[src/rtl/core/dcmt_pkg.sv]
// Package for the dual 8-bit compare-match timer core.
// Holds the operation and register codes, the bit positions of the control
// registers and the prescaler divide table. No dependencies.
package dcmt_pkg;

  typedef enum logic [1:0] {
    OP_TICK  = 2'd0,
    OP_READ  = 2'd1,
    OP_WRITE = 2'd2,
    OP_IDLE  = 2'd3
  } op_e;

  typedef enum logic [2:0] {
    REG_TCR   = 3'd0,
    REG_TCSR  = 3'd1,
    REG_TCORA = 3'd2,
    REG_TCORB = 3'd3,
    REG_TCNT  = 3'd4,
    REG_TCCR  = 3'd5
  } reg_e;

  typedef enum logic [1:0] {
    CSS_PIN       = 2'd0,
    CSS_PRESCALER = 2'd1,
    CSS_RESERVED  = 2'd2,
    CSS_CASCADE   = 2'd3
  } css_e;

  typedef enum logic [1:0] {
    CCLR_NONE    = 2'd0,
    CCLR_MATCH_A = 2'd1,
    CCLR_MATCH_B = 2'd2,
    CCLR_EXT     = 2'd3
  } cclr_e;

  localparam int unsigned PscW = 13;
  localparam int unsigned DivW = 14;

  localparam int unsigned TcrOvie  = 5;
  localparam int unsigned TcrCmiea = 6;
  localparam int unsigned TcrCmieb = 7;

  localparam logic [7:0] TcrReadMask   = 8'hf8;
  localparam logic [7:0] Tcsr0ReadMask = 8'h3f;
  localparam logic [7:0] Tcsr1ReadMask = 8'h0f;
  localparam logic [7:0] Tcsr1ReadSet  = 8'h10;
  localparam logic [7:0] TccrReadMask  = 8'h9f;
  localparam logic [7:0] Tcsr1Reset    = 8'h10;
  localparam logic [7:0] CompareReset  = 8'hff;

  // Divide ratio for a clock select code; zero means the prescaler is stopped.
  function automatic logic [DivW-1:0] divide_ratio(input logic [2:0] cks);
    logic [DivW-1:0] d;
    case (cks)
      3'd0:    d = 14'd0;
      3'd1:    d = 14'd1;
      3'd2:    d = 14'd2;
      3'd3:    d = 14'd8;
      3'd4:    d = 14'd32;
      3'd5:    d = 14'd64;
      3'd6:    d = 14'd1024;
      default: d = 14'd8192;
    endcase
    return d;
  endfunction

endpackage

[src/rtl/core/dual_8bit_compare_match_timer_core.sv]
// Top level of the dual 8-bit compare-match timer with 16-bit cascade mode.
// Holds all timer registers, the per-word update logic and the result register.
// Depends on dcmt_pkg.
//
//   channel | handshake                | payload
//   --------+--------------------------+---------------------------------------
//   in      | in_valid_i / in_ready_o  | op_i, addr_i, word_access_i,
//           |                          | write_data_i
//   out     | out_valid_o / out_ready_i| read_data_o, match_a_pulse_o,
//           |                          | match_b_pulse_o, overflow_pulse_o,
//           |                          | access_error_o
//
// Each input word is processed in the cycle it is accepted, and its result
// word appears in the result register on the next cycle.
// One word is accepted in every cycle while the result register is empty or
// being drained, so the sustained rate is one word per cycle.
// Reset sets all timer registers to their documented values at once.
// A stalled output holds its result and blocks input only while it is full.
module dual_8bit_compare_match_timer_core (
  input  logic        clk_i,
  input  logic        rst_ni,
  input  logic        in_valid_i,
  output logic        in_ready_o,
  input  logic [1:0]  op_i,
  input  logic [3:0]  addr_i,
  input  logic        word_access_i,
  input  logic [15:0] write_data_i,
  output logic        out_valid_o,
  input  logic        out_ready_i,
  output logic [15:0] read_data_o,
  output logic [1:0]  match_a_pulse_o,
  output logic [1:0]  match_b_pulse_o,
  output logic [1:0]  overflow_pulse_o,
  output logic        access_error_o
);
  import dcmt_pkg::*;

  logic [1:0][7:0]      cnt_q, cnt_d;
  logic [1:0][7:0]      cora_q, cora_d;
  logic [1:0][7:0]      corb_q, corb_d;
  logic [1:0][7:0]      tcr_q, tcr_d;
  logic [1:0][7:0]      tcsr_q, tcsr_d;
  logic [1:0][7:0]      tccr_q, tccr_d;
  logic [1:0][PscW-1:0] psc_q, psc_d;

  logic        out_valid_q;
  logic [15:0] rd_q, rd_d;
  logic [1:0]  pa_q, pa_d, pb_q, pb_d, po_q, po_d;
  logic        err_q, err_d;

  logic        accept;
  op_e         op;
  reg_e        rsel;
  logic        ch;
  logic        is_tick, is_acc, bad;
  css_e        css0, css1;
  cclr_e       cclr0, cclr1, cclr16;
  logic        mode16;
  logic [1:0]  run;
  logic [1:0]  fire;
  logic [1:0][DivW-1:0] div;
  logic [1:0][DivW-1:0] nxt;
  logic [7:0]  v0, v1;
  logic        ma0, mb0, ov0, ma1, mb1, ov1;
  logic [15:0] v16;
  logic        ma16, mb16, ov16;
  logic        inc0, inc1, inc16;
  logic [7:0]  rbyte;
  logic [7:0]  rmask;

  assign in_ready_o = !out_valid_q || out_ready_i;
  assign accept     = in_valid_i && in_ready_o;

  assign op      = op_e'(op_i);
  assign rsel    = reg_e'(addr_i[3:1]);
  assign ch      = addr_i[0];
  assign is_tick = (op == OP_TICK);
  assign is_acc  = (op == OP_READ) || (op == OP_WRITE);
  assign bad     = (word_access_i && (ch || (addr_i[3:1] < 3'd2))) || (addr_i[3:1] >= 3'd6);

  assign css0   = css_e'(tccr_q[0][4:3]);
  assign css1   = css_e'(tccr_q[1][4:3]);
  assign cclr0  = cclr_e'(tcr_q[0][4:3]);
  assign cclr1  = cclr_e'(tcr_q[1][4:3]);
  assign cclr16 = cclr0;
  assign mode16 = (css0 == CSS_CASCADE);

  assign div[0] = divide_ratio(tccr_q[0][2:0]);
  assign div[1] = divide_ratio(tccr_q[1][2:0]);
  assign run[0] = is_tick && (css0 == CSS_PRESCALER) && (div[0] != '0);
  assign run[1] = is_tick && (css1 == CSS_PRESCALER) && (div[1] != '0);

  always_comb begin
    for (int i = 0; i < 2; i++) begin
      nxt[i]  = {1'b0, psc_q[i]} + DivW'(1);
      fire[i] = run[i] && (nxt[i] >= div[i]);
    end
  end

  assign v0  = cnt_q[0] + 8'd1;
  assign ma0 = (v0 == cora_q[0]);
  assign mb0 = (v0 == corb_q[0]);
  assign ov0 = (v0 == 8'd0);
  assign v1  = cnt_q[1] + 8'd1;
  assign ma1 = (v1 == cora_q[1]);
  assign mb1 = (v1 == corb_q[1]);
  assign ov1 = (v1 == 8'd0);
  assign v16  = {cnt_q[0], cnt_q[1]} + 16'd1;
  assign ma16 = (v16 == {cora_q[0], cora_q[1]});
  assign mb16 = (v16 == {corb_q[0], corb_q[1]});
  assign ov16 = (v16 == 16'd0);

  assign inc16 = mode16 && fire[1];
  assign inc0  = !mode16 && fire[0];
  assign inc1  = !mode16 && (fire[1] || ((css1 == CSS_CASCADE) && inc0 && ma0));

  always_comb begin
    cnt_d  = cnt_q;
    cora_d = cora_q;
    corb_d = corb_q;
    tcr_d  = tcr_q;
    tcsr_d = tcsr_q;
    tccr_d = tccr_q;
    psc_d  = psc_q;
    rd_d   = 16'd0;
    pa_d   = 2'b00;
    pb_d   = 2'b00;
    po_d   = 2'b00;
    err_d  = 1'b0;
    rbyte  = 8'd0;
    rmask  = 8'hff;

    for (int i = 0; i < 2; i++) begin
      if (run[i]) begin
        psc_d[i] = fire[i] ? '0 : nxt[i][PscW-1:0];
      end
    end

    if (inc16) begin
      if ((ma16 && (cclr16 == CCLR_MATCH_A)) || (mb16 && (cclr16 == CCLR_MATCH_B))) begin
        cnt_d[0] = 8'd0;
        cnt_d[1] = 8'd0;
      end else begin
        cnt_d[0] = v16[15:8];
        cnt_d[1] = v16[7:0];
      end
      pa_d[0] = ma16 && tcr_q[0][TcrCmiea];
      pb_d[0] = mb16 && tcr_q[0][TcrCmieb];
      po_d[0] = ov16 && tcr_q[0][TcrOvie];
    end
    if (inc0) begin
      if ((ma0 && (cclr0 == CCLR_MATCH_A)) || (mb0 && (cclr0 == CCLR_MATCH_B))) begin
        cnt_d[0] = 8'd0;
      end else begin
        cnt_d[0] = v0;
      end
      pa_d[0] = ma0 && tcr_q[0][TcrCmiea];
      pb_d[0] = mb0 && tcr_q[0][TcrCmieb];
      po_d[0] = ov0 && tcr_q[0][TcrOvie];
    end
    if (inc1) begin
      if ((ma1 && (cclr1 == CCLR_MATCH_A)) || (mb1 && (cclr1 == CCLR_MATCH_B))) begin
        cnt_d[1] = 8'd0;
      end else begin
        cnt_d[1] = v1;
      end
      pa_d[1] = ma1 && tcr_q[1][TcrCmiea];
      pb_d[1] = mb1 && tcr_q[1][TcrCmieb];
      po_d[1] = ov1 && tcr_q[1][TcrOvie];
    end

    if (is_acc && bad) begin
      err_d = 1'b1;
      rd_d  = 16'hffff;
    end else if (op == OP_WRITE) begin
      unique case (rsel)
        REG_TCR:  tcr_d[ch]  = write_data_i[7:0];
        REG_TCSR: tcsr_d[ch] = write_data_i[7:0];
        REG_TCORA: begin
          if (word_access_i) begin
            cora_d[0] = write_data_i[15:8];
            cora_d[1] = write_data_i[7:0];
          end else begin
            cora_d[ch] = write_data_i[7:0];
          end
        end
        REG_TCORB: begin
          if (word_access_i) begin
            corb_d[0] = write_data_i[15:8];
            corb_d[1] = write_data_i[7:0];
          end else begin
            corb_d[ch] = write_data_i[7:0];
          end
        end
        REG_TCNT: begin
          if (word_access_i) begin
            cnt_d[0] = write_data_i[15:8];
            cnt_d[1] = write_data_i[7:0];
          end else begin
            cnt_d[ch] = write_data_i[7:0];
          end
        end
        REG_TCCR: begin
          if (word_access_i) begin
            tccr_d[0] = write_data_i[15:8];
            tccr_d[1] = write_data_i[7:0];
          end else begin
            tccr_d[ch] = write_data_i[7:0];
          end
        end
        default: ;
      endcase
    end else if (op == OP_READ) begin
      unique case (rsel)
        REG_TCR: rd_d = {8'd0, tcr_q[ch] & TcrReadMask};
        REG_TCSR: begin
          if (ch) begin
            rd_d = {8'd0, (tcsr_q[1] & Tcsr1ReadMask) | Tcsr1ReadSet};
          end else begin
            rd_d = {8'd0, tcsr_q[0] & Tcsr0ReadMask};
          end
        end
        REG_TCORA: begin
          rbyte = cora_q[ch];
          rd_d  = word_access_i ? {cora_q[0], cora_q[1]} : {8'd0, rbyte};
        end
        REG_TCORB: begin
          rbyte = corb_q[ch];
          rd_d  = word_access_i ? {corb_q[0], corb_q[1]} : {8'd0, rbyte};
        end
        REG_TCNT: begin
          rbyte = cnt_q[ch];
          rd_d  = word_access_i ? {cnt_q[0], cnt_q[1]} : {8'd0, rbyte};
        end
        REG_TCCR: begin
          rmask = TccrReadMask;
          rbyte = tccr_q[ch] & rmask;
          rd_d  = word_access_i ? {tccr_q[0] & rmask, tccr_q[1] & rmask} : {8'd0, rbyte};
        end
        default: ;
      endcase
    end
  end

  always_ff @(posedge clk_i or negedge rst_ni) begin
    if (!rst_ni) begin
      cnt_q       <= '0;
      cora_q      <= {CompareReset, CompareReset};
      corb_q      <= {CompareReset, CompareReset};
      tcr_q       <= '0;
      tcsr_q      <= {Tcsr1Reset, 8'h00};
      tccr_q      <= '0;
      psc_q       <= '0;
      out_valid_q <= 1'b0;
    end else begin
      if (accept) begin
        cnt_q  <= cnt_d;
        cora_q <= cora_d;
        corb_q <= corb_d;
        tcr_q  <= tcr_d;
        tcsr_q <= tcsr_d;
        tccr_q <= tccr_d;
        psc_q  <= psc_d;
      end
      if (accept) begin
        out_valid_q <= 1'b1;
      end else if (out_ready_i) begin
        out_valid_q <= 1'b0;
      end
    end
  end

  always_ff @(posedge clk_i) begin
    if (accept) begin
      rd_q  <= rd_d;
      pa_q  <= pa_d;
      pb_q  <= pb_d;
      po_q  <= po_d;
      err_q <= err_d;
    end
  end

  assign out_valid_o      = out_valid_q;
  assign read_data_o      = rd_q;
  assign match_a_pulse_o  = pa_q;
  assign match_b_pulse_o  = pb_q;
  assign overflow_pulse_o = po_q;
  assign access_error_o   = err_q;

endmodule

[config.mk]
export PLATFORM = sky130hd
export DESIGN_NAME = dual_8bit_compare_match_timer_core
export DESIGN_NICKNAME = d
export VERILOG_FILES = /design/src/rtl/core/dcmt_pkg.sv /design/src/rtl/core/dual_8bit_compare_match_timer_core.sv
export SDC_FILE = /design/constraint.sdc
export NUM_CORES = 1
export LEC_CHECK = 0
export ABC_AREA = 1
export BUFFER_PORTS_ARGS = -buffer_cell sky130_fd_sc_hd__buf_2
export CORE_MARGIN = 2
export CORE_UTILIZATION = 37
export CTS_CLUSTER_DIAMETER = 150
export DETAILED_ROUTE_END_ITERATION = 8
export SLEW_MARGIN = 30
export SYNTH_ARGS = -nofsm -noshare
export SYNTH_HDL_FRONTEND = slang
export SYNTH_SLANG_ARGS = --single-unit
export TNS_END_PERCENT = 20
[constraint.sdc]
create_clock -name clk_i -period 4.2 [get_ports clk_i]
set_clock_uncertainty 0.15 [all_clocks]
set_input_delay 0.63 -clock clk_i [delete_from_list [all_inputs] [get_ports clk_i]]
set_output_delay 0.63 -clock clk_i [all_outputs]
set_load 0.01 [all_outputs]
==> insert_results.sql <==
INSERT INTO impl_metrics (metric_group, metric, value, unit) VALUES
('synth', 'synthCells', '1371', ''),
('critical_path', 'timing.critical_path.buf_inv', '4', ''),
('clock_network', 'cts_max_level', '4', ''),
('floorplan', 'std_cell_rows', '58', ''),
('placement', 'gp_routability_congestion', '0.9757', ''),
('cells_and_area', 'drive_above_1_share', '13.02', '%'),
('floorplan', 'die_h', '163.5', 'um'),
('route', 'drt_iter0_markers', '906', ''),
('outcome', 'outcome', 'finished clean', ''),
('min_path', 'min-delay-path-class', 'input port to asynchronous set/reset pin', ''),
('timing', 'period_minus_slack', '3.535', 'ns'),
('timing', 'hold_viol_final', '0', ''),
('clock_network', 'ctsResizeCount', '0', ''),
('timing', 'final-setup-viol-count', '0', ''),
('floorplan', 'initial_core_util', '37.58', '%'),
('synth', 'synthDominantCellAreaShare', '19.95', '%'),
('global_route', 'gr-usage-met3', '3.682', '%'),
('power', 'netSwitchingFraction', '43.09', '%'),
('cells_and_area', 'n_fill_cell', '2675', ''),
('global_route', 'overflow', '0', ''),
('power', 'pwr-share-clk', '28.2', '%'),
('synth', 'synth_edf_count', '23', ''),
('cells_and_area', 'syn_to_final_growth', '13.02', '%'),
('critical_path', 'crit_path_max_fanout', '11', ''),
('critical_path', 'critical_setup_path_kind', 'register to register', ''),
('critical_path', 'cp-end-kind', 'register', ''),
('route', 'route.detailed.vias_per_inst', '5.436', ''),
('synth', 'postSynthAreaPerCell', '6.862', 'um^2'),
('critical_path', 'timing.critical_path.cells', 'ha_1, nand3_1, inv_1, nand2_1, o21ai_0, inv_1, ha_1, inv_1, nand2_1, o21ai_0, nand3_1, nand2_1, clkinv_1, a21oi_1, nor2_1', ''),
('synth', 'synth_cell_type_count', '55', ''),
('cells_and_area', 'antennaDiodeCount', '0', ''),
('clock_network', 'worst_setup_hold_path_clk_slew', '0.07', 'ns'),
('route', 'antenna_left', '0', ''),
('timing', 'finalCritPeriodShare', '84.16', '%'),
('timing', 'grt_setup_unrepaired', 'no', ''),
('clock_network', 'clock_sink_count', '130', ''),
('global_route', 'antenna_found_initial', '0', ''),
('timing', 'timing_worst_slew_pin_value', '0.8971', 'ns'),
('clock_network', 'cts_hold_buffers', '0', ''),
('critical_path', 'worst_path_max_delay_cell', 'dfrtp_1', ''),
('critical_path', 'required', '4.23', 'ns'),
('timing', 'whs', '0.1174', 'ns'),
('route', 'drcViolationCount', '0', ''),
('synth', 'synth.yosys.warnings', '0', ''),
('timing', 'fmax', '282.9', 'MHz'),
('floorplan', 'core_area', '25040', 'um^2'),
('flow_run', 'max_cap_violations', '0', ''),
('route', 'detailedRoute.firstPassIterationCount', '7', ''),
('route', 'num_vias', '9600', ''),
('synth', 'yosysSeqAreaShare', '36.23', '%'),
('power', 'power_frac_comb', '37.7', '%'),
('power', 'switching_component_of_the_power', '0.002340', 'W'),
('clock_network', 'num_cts_buffers', '17', ''),
('synth', 'synth_top_cell_by_area', 'dfrtp_1', ''),
('timing', 'max-slew-margin-rel', '39.56', '%'),
('placement', 'dpl.hpwl', '25.26', 'mm'),
('floorplan', 'floorplan.die.width', '163.5', 'um'),
('power', 'worst_ir_drop_vdd', '0.2383', 'mV'),
('global_route', 'met1_usage', '35.00', '%'),
('clock_network', 'clk_path_buf_depth', '2', ''),
('clock_network', 'cts_root_buffer', 'clkbuf_16', ''),
('cells_and_area', 'post-route-cell-area', '10630', 'um^2'),
('route', 'route.final.wire_length', '33.32', 'mm'),
('global_route', 'grt_max_degree', '60', ''),
('placement', 'io_buffers', '51', ''),
('synth', 'yosys_register_bits', '130', ''),
('timing', 'finalSetupTns', '0', 'ns'),
('floorplan', 'ios', '52', ''),
('synth', 'async_flop_share', '82.31', '%'),
('global_route', 'grt_busiest_layer', 'met2', ''),
('synth', 'net_count_synth', '1421', '');
## power by group through the flow
stage                     Combinational (W)  Clock [W]  Sequential (W)
after floorplan                     0.00151          0         0.00174
after global placement              0.00200          0         0.00186
after detailed placement            0.00201          0         0.00186
after CTS                           0.00202    0.00155         0.00184
after global routing                0.00233    0.00160         0.00188
final                               0.00205    0.00153         0.00185
## worst register-to-register path, delay by kind of cell (launching register included)
family / cells / cell delay, ns
buffers and inverters: 4 / 0.70
AO/OA/AOI/OAI: 3 / 0.72
flip-flops: 1 / 0.48
adder cells (fa/ha/maj): 2 / 0.41
AND/OR/NAND/NOR: 6 / 0.85
## layout by cell type (no fill, tap or decap), types with 12 or more instances in the layout
cell         n
a21oi_1     24
buf_2       50
buf_4       18
clkbuf_16   17
dfrtp_1     75
dfstp_2     32
edfxtp_1    23
ha_1        23
inv_1      161
nand2_1    409
nand2_2     16
nand3_1    143
nand4_1     21
nor2_1     104
nor3_1      17
o21ai_0    124
o21ai_1     12
o22ai_1     29
xor2_1      22
## cells by family after synthesis
kind of cell / Yosys count / synth area share, %
and+or+nand+nor: 760 / 36.32
AOI/OAI and AO/OA: 220 / 13.07
buffers and inverters: 210 / 8.671
DFF: 130 / 36.23
xor gates and xnor gates: 26 / 2.420
adders and majority gates: 23 / 3.059
muxes: 2 / 0.2261
## through the flow
stage	cells	setup WS, ns	total power, W
CTS	1766	0.7056	0.005410
global placement	1734	0.8513	0.003865
global route	1766	0.3211	0.005805
detailed placement	1734	0.7372	0.003866
finish	1766	0.6651	0.005431
floorplan	1371	1.441	0.003251
## cell usage after synthesis (3+ instances only)
cell       number
a211oi_1        3
a21oi_1        24
a21oi_2         3
a221oi_1        3
a22oi_1         4
and2_1          3
buf_2           4
clkbuf_1       25
clkinv_1        6
dfrtp_1        75
dfstp_2        32
edfxtp_1       23
ha_1           23
inv_1         162
inv_2           7
nand2_1       409
nand2_2        16
nand3_1       143
nand3_2         4
nand3b_1       10
nand4_1        21
nor2_1        104
nor2_2          9
nor2_4          5
nor3_1         17
nor4_1          4
o2111ai_1       3
o211ai_1        4
o21ai_0       124
o21ai_1        12
o221ai_1        3
o22ai_1        29
xnor2_1         4
xor2_1         22
## flip-flops by register name (all words and copies together) (netlist names), 6 cells and up
register / flops
corb_q: 16
tcr_q: 6
tccr_q: 8
psc_q: 26
cnt_q: 16
tcsr_q: 10
read_data_o: 16
cora_q: 16
## metal layers
metal | routed length, um | vias to the layer above
li1 | - | 4629
met1 | 14810 | 4551
met2 | 15380 | 363
met3 | 2281 | 57
met4 | 845 | 0
met5 | 0 | -
## worst paths after layout
kind                                         from                            to  slack (ns)  cells after the start
max in group asynchronous                  rst_ni         cora_q[8]$_DFFE_PN1P_        2.80                      2
max                          psc_q[0]$_DFFE_PN0P_  match_a_pulse_o[0]$_DFFE_PP_        0.67                     15
min                                        rst_ni         psc_q[22]$_DFFE_PN0P_        0.12                      1
min in group clk_i                    out_ready_i       out_valid_o$_DFFE_PN0P_        0.32                      4
min reg2reg                tccr_q[15]$_DFFE_PN0P_        tccr_q[15]$_DFFE_PN0P_        0.33                      2
max reg2reg                  psc_q[0]$_DFFE_PN0P_  match_a_pulse_o[0]$_DFFE_PP_        0.67                     15
## area by class of cell
cell class	instances	area, um^2	share of cell area, %
multi-input cells	1031	5184	48.75
flip-flops and latches	130	3408	32.05
inverters	175	656.9	6.178
clock buffers	19	432.9	4.072
well taps	330	412.9	3.883
repair buffers	68	385.4	3.624
clock inverters	13	152.6	1.436
(Power assumes the default switching activity.)
